===== src/rtl/joystick_differential_drive_mixer_core_assert.svh =====
// Assertion helpers for the mixer core. Both sample on the rising edge of clk
// and are disabled while arst_n is low.
`ifndef JOYSTICK_DIFFERENTIAL_DRIVE_MIXER_CORE_ASSERT_SVH
`define JOYSTICK_DIFFERENTIAL_DRIVE_MIXER_CORE_ASSERT_SVH

// Same-cycle implication.
`define JDDM_ASSERT_NOW(lbl, ante, cons, msg) \
	lbl: assert property (@(posedge clk) disable iff (!arst_n) (ante) |-> (cons)) \
		else $error(msg);

// Next-cycle implication.
`define JDDM_ASSERT_NEXT(lbl, ante, cons, msg) \
	lbl: assert property (@(posedge clk) disable iff (!arst_n) (ante) |=> (cons)) \
		else $error(msg);

`endif


===== src/rtl/jddm_pkg.sv =====
package jddm_pkg;

	localparam int AXIS_BITS  = 12;
	localparam int GAIN_W     = 24;
	localparam int PADDR_W    = 5;

	localparam logic [AXIS_BITS-1:0] CENTRE = AXIS_BITS'(1 << (AXIS_BITS - 1));

	localparam logic       REQ_SAMPLE = 1'b0;
	localparam logic       REQ_TICK   = 1'b1;

	localparam logic [1:0] DIR_OFF = 2'd0;
	localparam logic [1:0] DIR_FWD = 2'd1;
	localparam logic [1:0] DIR_REV = 2'd2;

	localparam logic [2:0] REG_DZ_LO      = 3'd0;
	localparam logic [2:0] REG_DZ_HI      = 3'd1;
	localparam logic [2:0] REG_STICK_GAIN = 3'd2;
	localparam logic [2:0] REG_TURN_GAIN  = 3'd3;
	localparam logic [2:0] REG_DRIVE_GAIN = 3'd4;
	localparam logic [2:0] REG_TIMEOUT    = 3'd5;

	typedef struct packed {
		logic                 req_type;
		logic [AXIS_BITS-1:0] stick_x;
		logic [AXIS_BITS-1:0] stick_y;
	} in_item_t;

	typedef struct packed {
		logic [1:0]  dir_left;
		logic [15:0] duty_left;
		logic [1:0]  dir_right;
		logic [15:0] duty_right;
		logic        link_on;
	} out_item_t;

	typedef struct packed {
		logic [AXIS_BITS-1:0] dz_lo;
		logic [AXIS_BITS-1:0] dz_hi;
		logic [15:0]          stick_gain;
		logic [15:0]          turn_gain;
		logic [23:0]          drive_gain;
		logic [31:0]          timeout;
	} cfg_t;

	typedef enum logic [2:0] {
		ST_IDLE,
		ST_FWD,
		ST_TRN,
		ST_TURN,
		ST_MIX,
		ST_LEFT,
		ST_RIGHT,
		ST_EMIT
	} st_t;

	typedef struct packed {
		logic load;
		st_t  st;
	} dp_ctl_t;

endpackage


===== src/rtl/joystick_differential_drive_mixer_core.sv =====
// Channel  Handshake              Payload     Direction
// in       in_valid / in_stall    in_item_t   sample (req_type 0) or tick
// out      out_valid / out_stall  out_item_t  directions, duties, link_on
// cfg      psel/penable/pwrite    pwdata      six registers at 4*index
//
// A sample runs FWD, TRN, TURN, MIX, LEFT, RIGHT and EMIT in turn: the single
// shared multiplier is used five times in sequence plus a mix and an emit step.
// A tick stays idle, or on a timeout goes to EMIT and emits a switch-off item.
// Reset (arst_n low) clears the sequencer, idle counter, held duties and
// output valid; registers return to their defaults.
// A stalled output item holds; the emit step waits until the output slot frees.
module joystick_differential_drive_mixer_core
	import jddm_pkg::*;
(
	input  logic               clk,
	input  logic               arst_n,
	input  logic               in_valid,
	output logic               in_stall,
	input  in_item_t           in_data,
	output logic               out_valid,
	input  logic               out_stall,
	output out_item_t          out_data,
	input  logic               psel,
	input  logic               penable,
	input  logic               pwrite,
	input  logic [PADDR_W-1:0] paddr,
	input  logic [31:0]        pwdata,
	output logic [31:0]        prdata,
	output logic               pready
);

	`include "joystick_differential_drive_mixer_core_assert.svh"

	cfg_t        cfg;
	dp_ctl_t     ctl;
	logic        emit, emit_link, out_free;
	logic [1:0]  dp_dir_left, dp_dir_right;
	logic [15:0] dp_duty_left, dp_duty_right;
	logic        out_valid_q;
	out_item_t   out_q;

	// Output slot is free when empty or being taken this cycle.
	assign out_free = !out_valid_q || !out_stall;

	jddm_cfg_regs u_regs (
		.clk     (clk),
		.arst_n  (arst_n),
		.psel    (psel),
		.penable (penable),
		.pwrite  (pwrite),
		.paddr   (paddr),
		.pwdata  (pwdata),
		.prdata  (prdata),
		.pready  (pready),
		.cfg     (cfg)
	);

	jddm_ctrl u_ctrl (
		.clk       (clk),
		.arst_n    (arst_n),
		.in_valid  (in_valid),
		.req_type  (in_data.req_type),
		.timeout   (cfg.timeout),
		.out_free  (out_free),
		.in_stall  (in_stall),
		.ctl       (ctl),
		.emit      (emit),
		.emit_link (emit_link)
	);

	jddm_datapath u_dp (
		.clk        (clk),
		.arst_n     (arst_n),
		.cfg        (cfg),
		.ctl        (ctl),
		.stick_x    (in_data.stick_x),
		.stick_y    (in_data.stick_y),
		.dir_left   (dp_dir_left),
		.duty_left  (dp_duty_left),
		.dir_right  (dp_dir_right),
		.duty_right (dp_duty_right)
	);

	// Output register: load on emit, drop valid once taken.
	always_ff @(posedge clk or negedge arst_n) begin
		if (!arst_n) begin
			out_valid_q <= 1'b0;
		end else if (emit) begin
			out_valid_q <= 1'b1;
		end else if (!out_stall) begin
			out_valid_q <= 1'b0;
		end
	end

	always_ff @(posedge clk) begin
		if (emit) begin
			// A timeout switches both motors off but reports the held duties.
			out_q.dir_left   <= emit_link ? dp_dir_left : DIR_OFF;
			out_q.duty_left  <= dp_duty_left;
			out_q.dir_right  <= emit_link ? dp_dir_right : DIR_OFF;
			out_q.duty_right <= dp_duty_right;
			out_q.link_on    <= emit_link;
		end
	end

	assign out_valid = out_valid_q;
	assign out_data  = out_q;

	`JDDM_ASSERT_NEXT(a_sample_busy, in_valid && !in_stall && in_data.req_type == REQ_SAMPLE, in_stall, "sample accepted but block not busy")
	`JDDM_ASSERT_NOW(a_timeout_off, out_valid && !out_data.link_on, out_data.dir_left == DIR_OFF && out_data.dir_right == DIR_OFF, "timeout item with a motor on")
	`JDDM_ASSERT_NOW(a_off_no_duty, out_valid && out_data.link_on && out_data.dir_left == DIR_OFF, out_data.duty_left == 16'd0, "left off with nonzero duty")
	`JDDM_ASSERT_NOW(a_emit_slot, emit, !out_valid_q || !out_stall, "emit over a stalled item")

endmodule


===== src/rtl/jddm_cfg_regs.sv =====
module jddm_cfg_regs
	import jddm_pkg::*;
(
	input  logic               clk,
	input  logic               arst_n,
	input  logic               psel,
	input  logic               penable,
	input  logic               pwrite,
	input  logic [PADDR_W-1:0] paddr,
	input  logic [31:0]        pwdata,
	output logic [31:0]        prdata,
	output logic               pready,
	output cfg_t               cfg
);

	cfg_t       cfg_q;
	logic       wr_en;
	logic [2:0] idx;

	assign pready = 1'b1;
	assign wr_en  = psel && penable && pwrite;
	assign idx    = paddr[PADDR_W-1:2];
	assign cfg    = cfg_q;

	always_ff @(posedge clk or negedge arst_n) begin
		if (!arst_n) begin
			cfg_q.dz_lo      <= AXIS_BITS'(1948);
			cfg_q.dz_hi      <= AXIS_BITS'(2148);
			cfg_q.stick_gain <= 16'd3200;
			cfg_q.turn_gain  <= 16'd256;
			cfg_q.drive_gain <= 24'd25600;
			cfg_q.timeout    <= 32'd200;
		end else if (wr_en) begin
			unique case (idx)
				REG_DZ_LO:      cfg_q.dz_lo      <= pwdata[AXIS_BITS-1:0];
				REG_DZ_HI:      cfg_q.dz_hi      <= pwdata[AXIS_BITS-1:0];
				REG_STICK_GAIN: cfg_q.stick_gain <= pwdata[15:0];
				REG_TURN_GAIN:  cfg_q.turn_gain  <= pwdata[15:0];
				REG_DRIVE_GAIN: cfg_q.drive_gain <= pwdata[23:0];
				REG_TIMEOUT:    cfg_q.timeout    <= pwdata;
				default: ;
			endcase
		end
	end

	always_comb begin
		unique case (idx)
			REG_DZ_LO:      prdata = 32'(cfg_q.dz_lo);
			REG_DZ_HI:      prdata = 32'(cfg_q.dz_hi);
			REG_STICK_GAIN: prdata = 32'(cfg_q.stick_gain);
			REG_TURN_GAIN:  prdata = 32'(cfg_q.turn_gain);
			REG_DRIVE_GAIN: prdata = 32'(cfg_q.drive_gain);
			REG_TIMEOUT:    prdata = cfg_q.timeout;
			default:        prdata = 32'd0;
		endcase
	end

endmodule


===== src/rtl/jddm_datapath.sv =====
module jddm_datapath
	import jddm_pkg::*;
(
	input  logic                 clk,
	input  logic                 arst_n,
	input  cfg_t                 cfg,
	input  dp_ctl_t              ctl,
	input  logic [AXIS_BITS-1:0] stick_x,
	input  logic [AXIS_BITS-1:0] stick_y,
	output logic [1:0]           dir_left,
	output logic [15:0]          duty_left,
	output logic [1:0]           dir_right,
	output logic [15:0]          duty_right
);

	localparam int SUM_W  = AXIS_BITS + 10;
	localparam int PROD_W = AXIS_BITS + GAIN_W;

	typedef struct packed {
		logic       neg;
		logic [6:0] mag;
	} side_t;

	typedef struct packed {
		logic                 neg;
		logic [AXIS_BITS-1:0] mag;
	} axis_t;

	function automatic axis_t axis_center(input logic [AXIS_BITS-1:0] v,
			input logic [AXIS_BITS-1:0] lo, input logic [AXIS_BITS-1:0] hi);
		axis_t r;
		if (v >= lo && v <= hi) begin
			r.neg = 1'b0;
			r.mag = '0;
		end else if (v < CENTRE) begin
			r.neg = 1'b1;
			r.mag = CENTRE - v;
		end else begin
			r.neg = 1'b0;
			r.mag = v - CENTRE;
		end
		return r;
	endfunction

	function automatic side_t clamp_side(input logic signed [SUM_W-1:0] p);
		side_t r;
		if (p > SUM_W'(100)) begin
			r.neg = 1'b0;
			r.mag = 7'd100;
		end else if (p < -SUM_W'(100)) begin
			r.neg = 1'b1;
			r.mag = 7'd100;
		end else if (p < 0) begin
			r.neg = 1'b1;
			r.mag = 7'(-p);
		end else begin
			r.neg = 1'b0;
			r.mag = 7'(p);
		end
		return r;
	endfunction

	logic [AXIS_BITS-1:0]   x_q, y_q;
	logic [AXIS_BITS-1:0]   fwd_mag_q, trn_mag_q;
	logic                   fwd_neg_q, trn_neg_q;
	logic [AXIS_BITS+7:0]   tt_mag_q;
	side_t                  left_q, right_q;
	logic [1:0]             dir_left_q, dir_right_q;
	logic [15:0]            duty_left_q, duty_right_q;

	axis_t                  ax_x, ax_y;
	logic [AXIS_BITS-1:0]   mul_a;
	logic [GAIN_W-1:0]      mul_b;
	logic [PROD_W-1:0]      prod;
	logic [22:0]            duty_raw;
	logic [15:0]            duty_sat;
	logic signed [SUM_W-1:0] fwd_s, tt_s;
	side_t                  left_c, right_c;

	assign ax_x = axis_center(x_q, cfg.dz_lo, cfg.dz_hi);
	assign ax_y = axis_center(y_q, cfg.dz_lo, cfg.dz_hi);

	// Shared multiplier: operands chosen by the current step.
	always_comb begin
		unique case (ctl.st)
			ST_FWD: begin
				mul_a = ax_x.mag;
				mul_b = GAIN_W'(cfg.stick_gain);
			end
			ST_TRN: begin
				mul_a = ax_y.mag;
				mul_b = GAIN_W'(cfg.stick_gain);
			end
			ST_TURN: begin
				mul_a = trn_mag_q;
				mul_b = GAIN_W'(cfg.turn_gain);
			end
			ST_LEFT: begin
				mul_a = AXIS_BITS'(left_q.mag);
				mul_b = cfg.drive_gain;
			end
			ST_RIGHT: begin
				mul_a = AXIS_BITS'(right_q.mag);
				mul_b = cfg.drive_gain;
			end
			default: begin
				mul_a = '0;
				mul_b = '0;
			end
		endcase
	end

	assign prod     = PROD_W'(mul_a) * PROD_W'(mul_b);
	assign duty_raw = prod[30:8];
	assign duty_sat = (|duty_raw[22:16]) ? 16'hFFFF : duty_raw[15:0];

	always_comb begin
		fwd_s = SUM_W'(fwd_mag_q);
		if (fwd_neg_q) fwd_s = -fwd_s;
		tt_s = SUM_W'(tt_mag_q);
		if (trn_neg_q) tt_s = -tt_s;
		left_c  = clamp_side(fwd_s + tt_s);
		right_c = clamp_side(fwd_s - tt_s);
	end

	always_ff @(posedge clk) begin
		if (ctl.load) begin
			x_q <= stick_x;
			y_q <= stick_y;
		end
		unique case (ctl.st)
			ST_FWD: begin
				fwd_mag_q <= prod[AXIS_BITS+15:16];
				fwd_neg_q <= ax_x.neg;
			end
			ST_TRN: begin
				trn_mag_q <= prod[AXIS_BITS+15:16];
				trn_neg_q <= ax_y.neg;
			end
			ST_TURN: tt_mag_q <= prod[AXIS_BITS+15:8];
			ST_MIX: begin
				left_q  <= left_c;
				right_q <= right_c;
			end
			default: ;
		endcase
	end

	// Duties are held state: a timeout reports the last sample's values.
	always_ff @(posedge clk or negedge arst_n) begin
		if (!arst_n) begin
			dir_left_q   <= DIR_OFF;
			dir_right_q  <= DIR_OFF;
			duty_left_q  <= '0;
			duty_right_q <= '0;
		end else begin
			unique case (ctl.st)
				ST_LEFT: begin
					duty_left_q <= duty_sat;
					dir_left_q  <= (left_q.mag == '0) ? DIR_OFF :
						(left_q.neg ? DIR_REV : DIR_FWD);
				end
				ST_RIGHT: begin
					duty_right_q <= duty_sat;
					dir_right_q  <= (right_q.mag == '0) ? DIR_OFF :
						(right_q.neg ? DIR_REV : DIR_FWD);
				end
				default: ;
			endcase
		end
	end

	assign dir_left   = dir_left_q;
	assign duty_left  = duty_left_q;
	assign dir_right  = dir_right_q;
	assign duty_right = duty_right_q;

endmodule


===== src/rtl/jddm_ctrl.sv =====
module jddm_ctrl
	import jddm_pkg::*;
(
	input  logic        clk,
	input  logic        arst_n,
	input  logic        in_valid,
	input  logic        req_type,
	input  logic [31:0] timeout,
	input  logic        out_free,
	output logic        in_stall,
	output dp_ctl_t     ctl,
	output logic        emit,
	output logic        emit_link
);

	st_t         state_q, state_d;
	logic [31:0] idle_q;
	logic        link_q;
	logic        accept;
	logic [31:0] cnt_inc;
	logic        hit;

	assign in_stall = (state_q != ST_IDLE);
	assign accept   = in_valid && !in_stall;
	assign cnt_inc  = (idle_q == '1) ? idle_q : idle_q + 32'd1;
	assign hit      = (cnt_inc >= timeout);

	always_ff @(posedge clk or negedge arst_n) begin
		if (!arst_n) begin
			state_q <= ST_IDLE;
			idle_q  <= '0;
			link_q  <= 1'b0;
		end else begin
			state_q <= state_d;
			if (accept) begin
				if (req_type == REQ_SAMPLE) begin
					idle_q <= '0;
					link_q <= 1'b1;
				end else begin
					idle_q <= hit ? '0 : cnt_inc;
					link_q <= 1'b0;
				end
			end
		end
	end

	always_comb begin
		state_d  = state_q;
		emit     = 1'b0;
		ctl.load = accept;
		ctl.st   = state_q;
		unique case (state_q)
			ST_IDLE: begin
				if (accept) begin
					if (req_type == REQ_SAMPLE) state_d = ST_FWD;
					else if (hit)                state_d = ST_EMIT;
				end
			end
			ST_FWD:   state_d = ST_TRN;
			ST_TRN:   state_d = ST_TURN;
			ST_TURN:  state_d = ST_MIX;
			ST_MIX:   state_d = ST_LEFT;
			ST_LEFT:  state_d = ST_RIGHT;
			ST_RIGHT: state_d = ST_EMIT;
			ST_EMIT: begin
				if (out_free) begin
					emit    = 1'b1;
					state_d = ST_IDLE;
				end
			end
			default: state_d = ST_IDLE;
		endcase
	end

	assign emit_link = link_q;

endmodule

===== config.mk =====
export PLATFORM = sky130hd
export DESIGN_NAME = joystick_differential_drive_mixer_core
export DESIGN_NICKNAME = d
export VERILOG_FILES = /design/src/rtl/jddm_pkg.sv /design/src/rtl/joystick_differential_drive_mixer_core.sv /design/src/rtl/jddm_cfg_regs.sv /design/src/rtl/jddm_datapath.sv /design/src/rtl/jddm_ctrl.sv
export VERILOG_INCLUDE_DIRS = /design/src /design/src/rtl
export SDC_FILE = /design/constraint.sdc
export NUM_CORES = 1
export LEC_CHECK = 0
export BUFFER_PORTS_ARGS = -buffer_cell sky130_fd_sc_hd__buf_2
export CAP_MARGIN = 25
export CELL_PAD_IN_SITES_DETAIL_PLACEMENT = 1
export CELL_PAD_IN_SITES_GLOBAL_PLACEMENT = 2
export CORE_MARGIN = 5
export CORE_UTILIZATION = 40
export CTS_CLUSTER_SIZE = 16
export DETAILED_ROUTE_END_ITERATION = 7
export PLACE_DENSITY = 0.89
export SLEW_MARGIN = 25
export SYNTH_ARGS = -nofsm -noshare
export SYNTH_HDL_FRONTEND = slang
export SYNTH_SLANG_ARGS = --single-unit

===== constraint.sdc =====
create_clock -name clk -period 11.25 [get_ports clk]
set_input_delay 1.125 -clock clk [delete_from_list [all_inputs] [get_ports clk]]
set_output_delay 1.125 -clock clk [all_outputs]
set_load 0.01 [all_outputs]

==> qor.csv <==
stage,metric,value,unit
run_status,outcome,"complete, no violations",
detailed_routing,firstDrtPassIters,5,
synth,synth_top_family_by_area,adder cells,
timing,fin_skew,0.0317,ns
timing,maxSlewViolCount,0,
die,initial_core_util,40.4,%
timing,rsz0062_at_grt,false,
pwr,peakVddDrop,0.181,mV
timing,fin_crit_sh,86.9,%
synth,synth_flop_cell,dfrtp_1,
timing,worst_pin_slew,1.04,ns
die,die-area,0.0731,sq mm
detailed_routing,ant_nets,0,
timing,setup_viol,0,
die,die_w,270,um
cts,cts_tree,done,
synth,synthSimpleGateAreaFrac,15.1,%
finish,nNetsFinal,3451,
synth,yosys_warnings,0,
synth,ys_seq_elements,308,
pwr,power.density,302,mW/mm^2
die,die_h,270,um
synth,synth_fa_ha_area_share,24.0,%
detailed_routing,vias_per_cell,5.61,
cts,cts-htree-levels,2,
finish,fillers,7720,
synth,syn_avg_cell_area,9.45,sq um
critical_path,required,11.66,ns
critical_path,cp_common_cell,fa_1,
finish,seqCellArea,0.00835,sq mm
global_route,first_global_vias,24624,
global_route,grt_max_degree,68,
cts,path_clk_slew,0.06,ns
synth,synth_compound_area_share,13.4,%
cts,clock_latency,0.59,ns
cts,cts_buffer_depth,3,
detailed_routing,drt_iter0_drc,1032,
synth,yosysUniqueCellTypes,88,
worst_hold_path,min_path_type,register to register,
finish,final_cell_mix,"inv_1, nand2_1, fa_1, nor2_1, ha_1",
timing,max_freq,102,MHz
die,row_count,95,
place,dp_cells,3821,
finish,drive_gt1_share,13.3,%
critical_path,critPathMaxFanout,32,
synth,synth_edf_count,123,
cts,numCtsBuffers,37,
synth,synth_area,0.0271,sq mm
critical_path,rr_startpoint,u_dp.x_q[11]$_DFFE_PP_,
critical_path,critPathLaunchType,register,
timing,fin_crit,9.78,ns
place,gp_congestion,0.892,
finish,final_common_cell,inv_1,
worst_hold_path,holdCritStartpoint,u_dp.duty_right[13]$_DFFE_PN0N_,
die,num_io_pins,141,
die,core_area,0.0672,sq mm
cts,cts_setup_buffers,0,
synth,synth_mux_area_share,5.22,%
place,portBuffers,137,
detailed_routing,vias,21847,
detailed_routing,drc,0,
cts,ctsHoldBuffers,0,
detailed_routing,wl,86.2,mm
critical_path,crit_type,register to register,
global_route,antenna_found_initial,1,
synth,yosysSeqAreaShare,30.8,%
global_route,grt_pass1_wl,138,mm
global_route,grt_use_total,23.4,%
cts,clock_sinks,308,
place,hpwlAfterDp,66.5,mm
critical_path,worstPathArrival,10.19,ns
synth,syn_inst,2870,
critical_path,max_stage_delay,0.73,ns
critical_path,crit_path_end_kind,register,
global_route,overflow,0,
pwr,cellLeakagePower,13.5,nW
synth,yosys.area_share.xor_xnor,4.36,%
timing,maxSlewHeadroom,30.3,%
timing,fin_tns_setup,0,ns
job,drv_cap,0,
synth,async_reset_ff_share,60.1,%
detailed_routing,wl_per_cell,22.2,um
timing,hold_violations,0,
finish,multi_input_area,0.0171,sq mm
critical_path,slowest_stage,edfxtp_1,
finish,syn2layout_area_growth,11.9,%
critical_path,cp-startpoint,u_dp.x_q[11]$_DFFE_PP_,
pwr,power.total,0.00917,W
finish,fin_cells,3891,
cts,root_buffer,clkbuf_16,
cts,cts_resized,0,
==> per-stage QoR <==
stage	hold WS [ns]	instance area, sq um	worst slack, ns	util [%]
2_1_floorplan	0.426	27200	3.06	-
3_3_place_gp	0.437	28900	1.70	43.1
3_5_place_dp	0.437	29000	1.51	43.1
4_1_cts	0.452	30300	1.43	45.1
5_1_grt	0.455	30300	1.05	45.2
6_report	0.449	30300	1.47	45.2
==> path summary, 6_finish.rpt <==
check,to,slack [ns],cells after the start
max,u_dp.duty_left[9]$_DFFE_PN0N_,1.47,30
min,out_data[14]$_DFFE_PP_,0.45,0
max reg2reg,u_dp.duty_left[9]$_DFFE_PN0N_,1.47,30
min reg2reg,out_data[14]$_DFFE_PP_,0.45,0
max in group asynchronous,u_regs.cfg[76]$_DFFE_PN0P_,9.34,2
min in group asynchronous,u_regs.cfg[49]$_DFFE_PN0P_,0.56,1
==> flip-flops by register name (all words and copies together), names as in the netlist <==
register / count
out_valid: 1
u_dp.dir_left: 2
u_dp.duty_left: 16
u_ctrl.state_q: 3
u_dp.trn_mag_q: 12
u_ctrl.emit_link: 1
out_data: 37
u_dp.duty_right: 16
u_dp.dir_right: 2
u_dp.x_q: 12
u_dp.y_q: 12
u_regs.cfg: 112
u_ctrl.idle_q: 32
u_dp.right_q: 8
u_dp.fwd_neg_q: 1
u_dp.fwd_mag_q: 12
u_dp.tt_mag_q: 20
u_dp.trn_neg_q: 1
u_dp.left_q: 8
==> power breakdown <==
part	switching (W)	internal, W	total, W
clock	0.000532	0.000783	0.00131
combinational	0.00395	0.00205	0.00600
sequential	0.000251	0.00160	0.00185
total	0.00474	0.00443	0.00917
==> synth_stat cells (all sizes together), types with 6 or more instances <==
master	instances	area, sq um
a41oi	6	52.6
dfrtp	164	4100
and2	41	259
mux2i	47	470
a2111oi	7	61.3
o21a	13	97.6
buf	22	106
o22ai	23	144
or2	12	75.1
a21o	44	330
clkbuf	108	407
mux2	82	923
xor2	20	175
nor3	47	235
o41ai	7	68.8
nand4	18	113
a21oi	105	526
and3	30	188
nor2	186	701
nand2b	30	195
fa	213	4260
nand2	332	1250
nor4	13	81.3
nand3	44	220
or3	13	86.3
o21ai	120	608
a31oi	48	307
nor2b	57	357
edfxtp	123	3690
or4	9	71.3
and4	9	78.8
o211ai	8	60.1
a211oi	21	173
a22o	9	78.8
o31ai	23	178
ha	180	2250
a32o	26	260
xnor2	114	1010
nor3b	11	82.6
a22oi	13	97.6
o21bai	18	135
inv	369	1390
dfstp	21	552
==> cell type report <==
class	count	area share, %
flip-flops and latches	308	27.5
inverters	369	4.57
repair buffers	186	3.53
clock inverters	21	1.13
diodes	1	0.00825
well taps	873	3.60
multi-input cells	2087	56.4
clock buffers	46	3.30
==> cell families after synthesis <==
| kind of cell | after synthesis |
|---|---|
| muxes | 130 |
| xor gates and xnor gates | 134 |
| buffers and inverters | 499 |
| AOI/OAI and AO/OA | 540 |
| and+or+nand+nor | 864 |
| adders and majority gates | 393 |
| other | 2 |
| DFF | 308 |
==> routing by layer <==
| layer | wire length [um] | vias up | GRT usage, % |
|---|---|---|---|
| li1 | - | 9953 | - |
| met1 | 36000 | 11265 | 28.9 |
| met2 | 44000 | 482 | 42.5 |
| met3 | 3760 | 145 | 3.27 |
| met4 | 2500 | 2 | 6.85 |
| met5 | 13 | - | 0 |
==> worst max-delay path: cells and delay by family, from the launching register on <==
family	cells	cell delay, ns
buffers and inverters	3	0.48
adders and majority gates	7	3.37
AOI/OAI and AO/OA	15	3.90
DFF	1	0.73
and+or+nand+nor	5	1.12
Note: power is estimated with default switching activity, not from simulation.
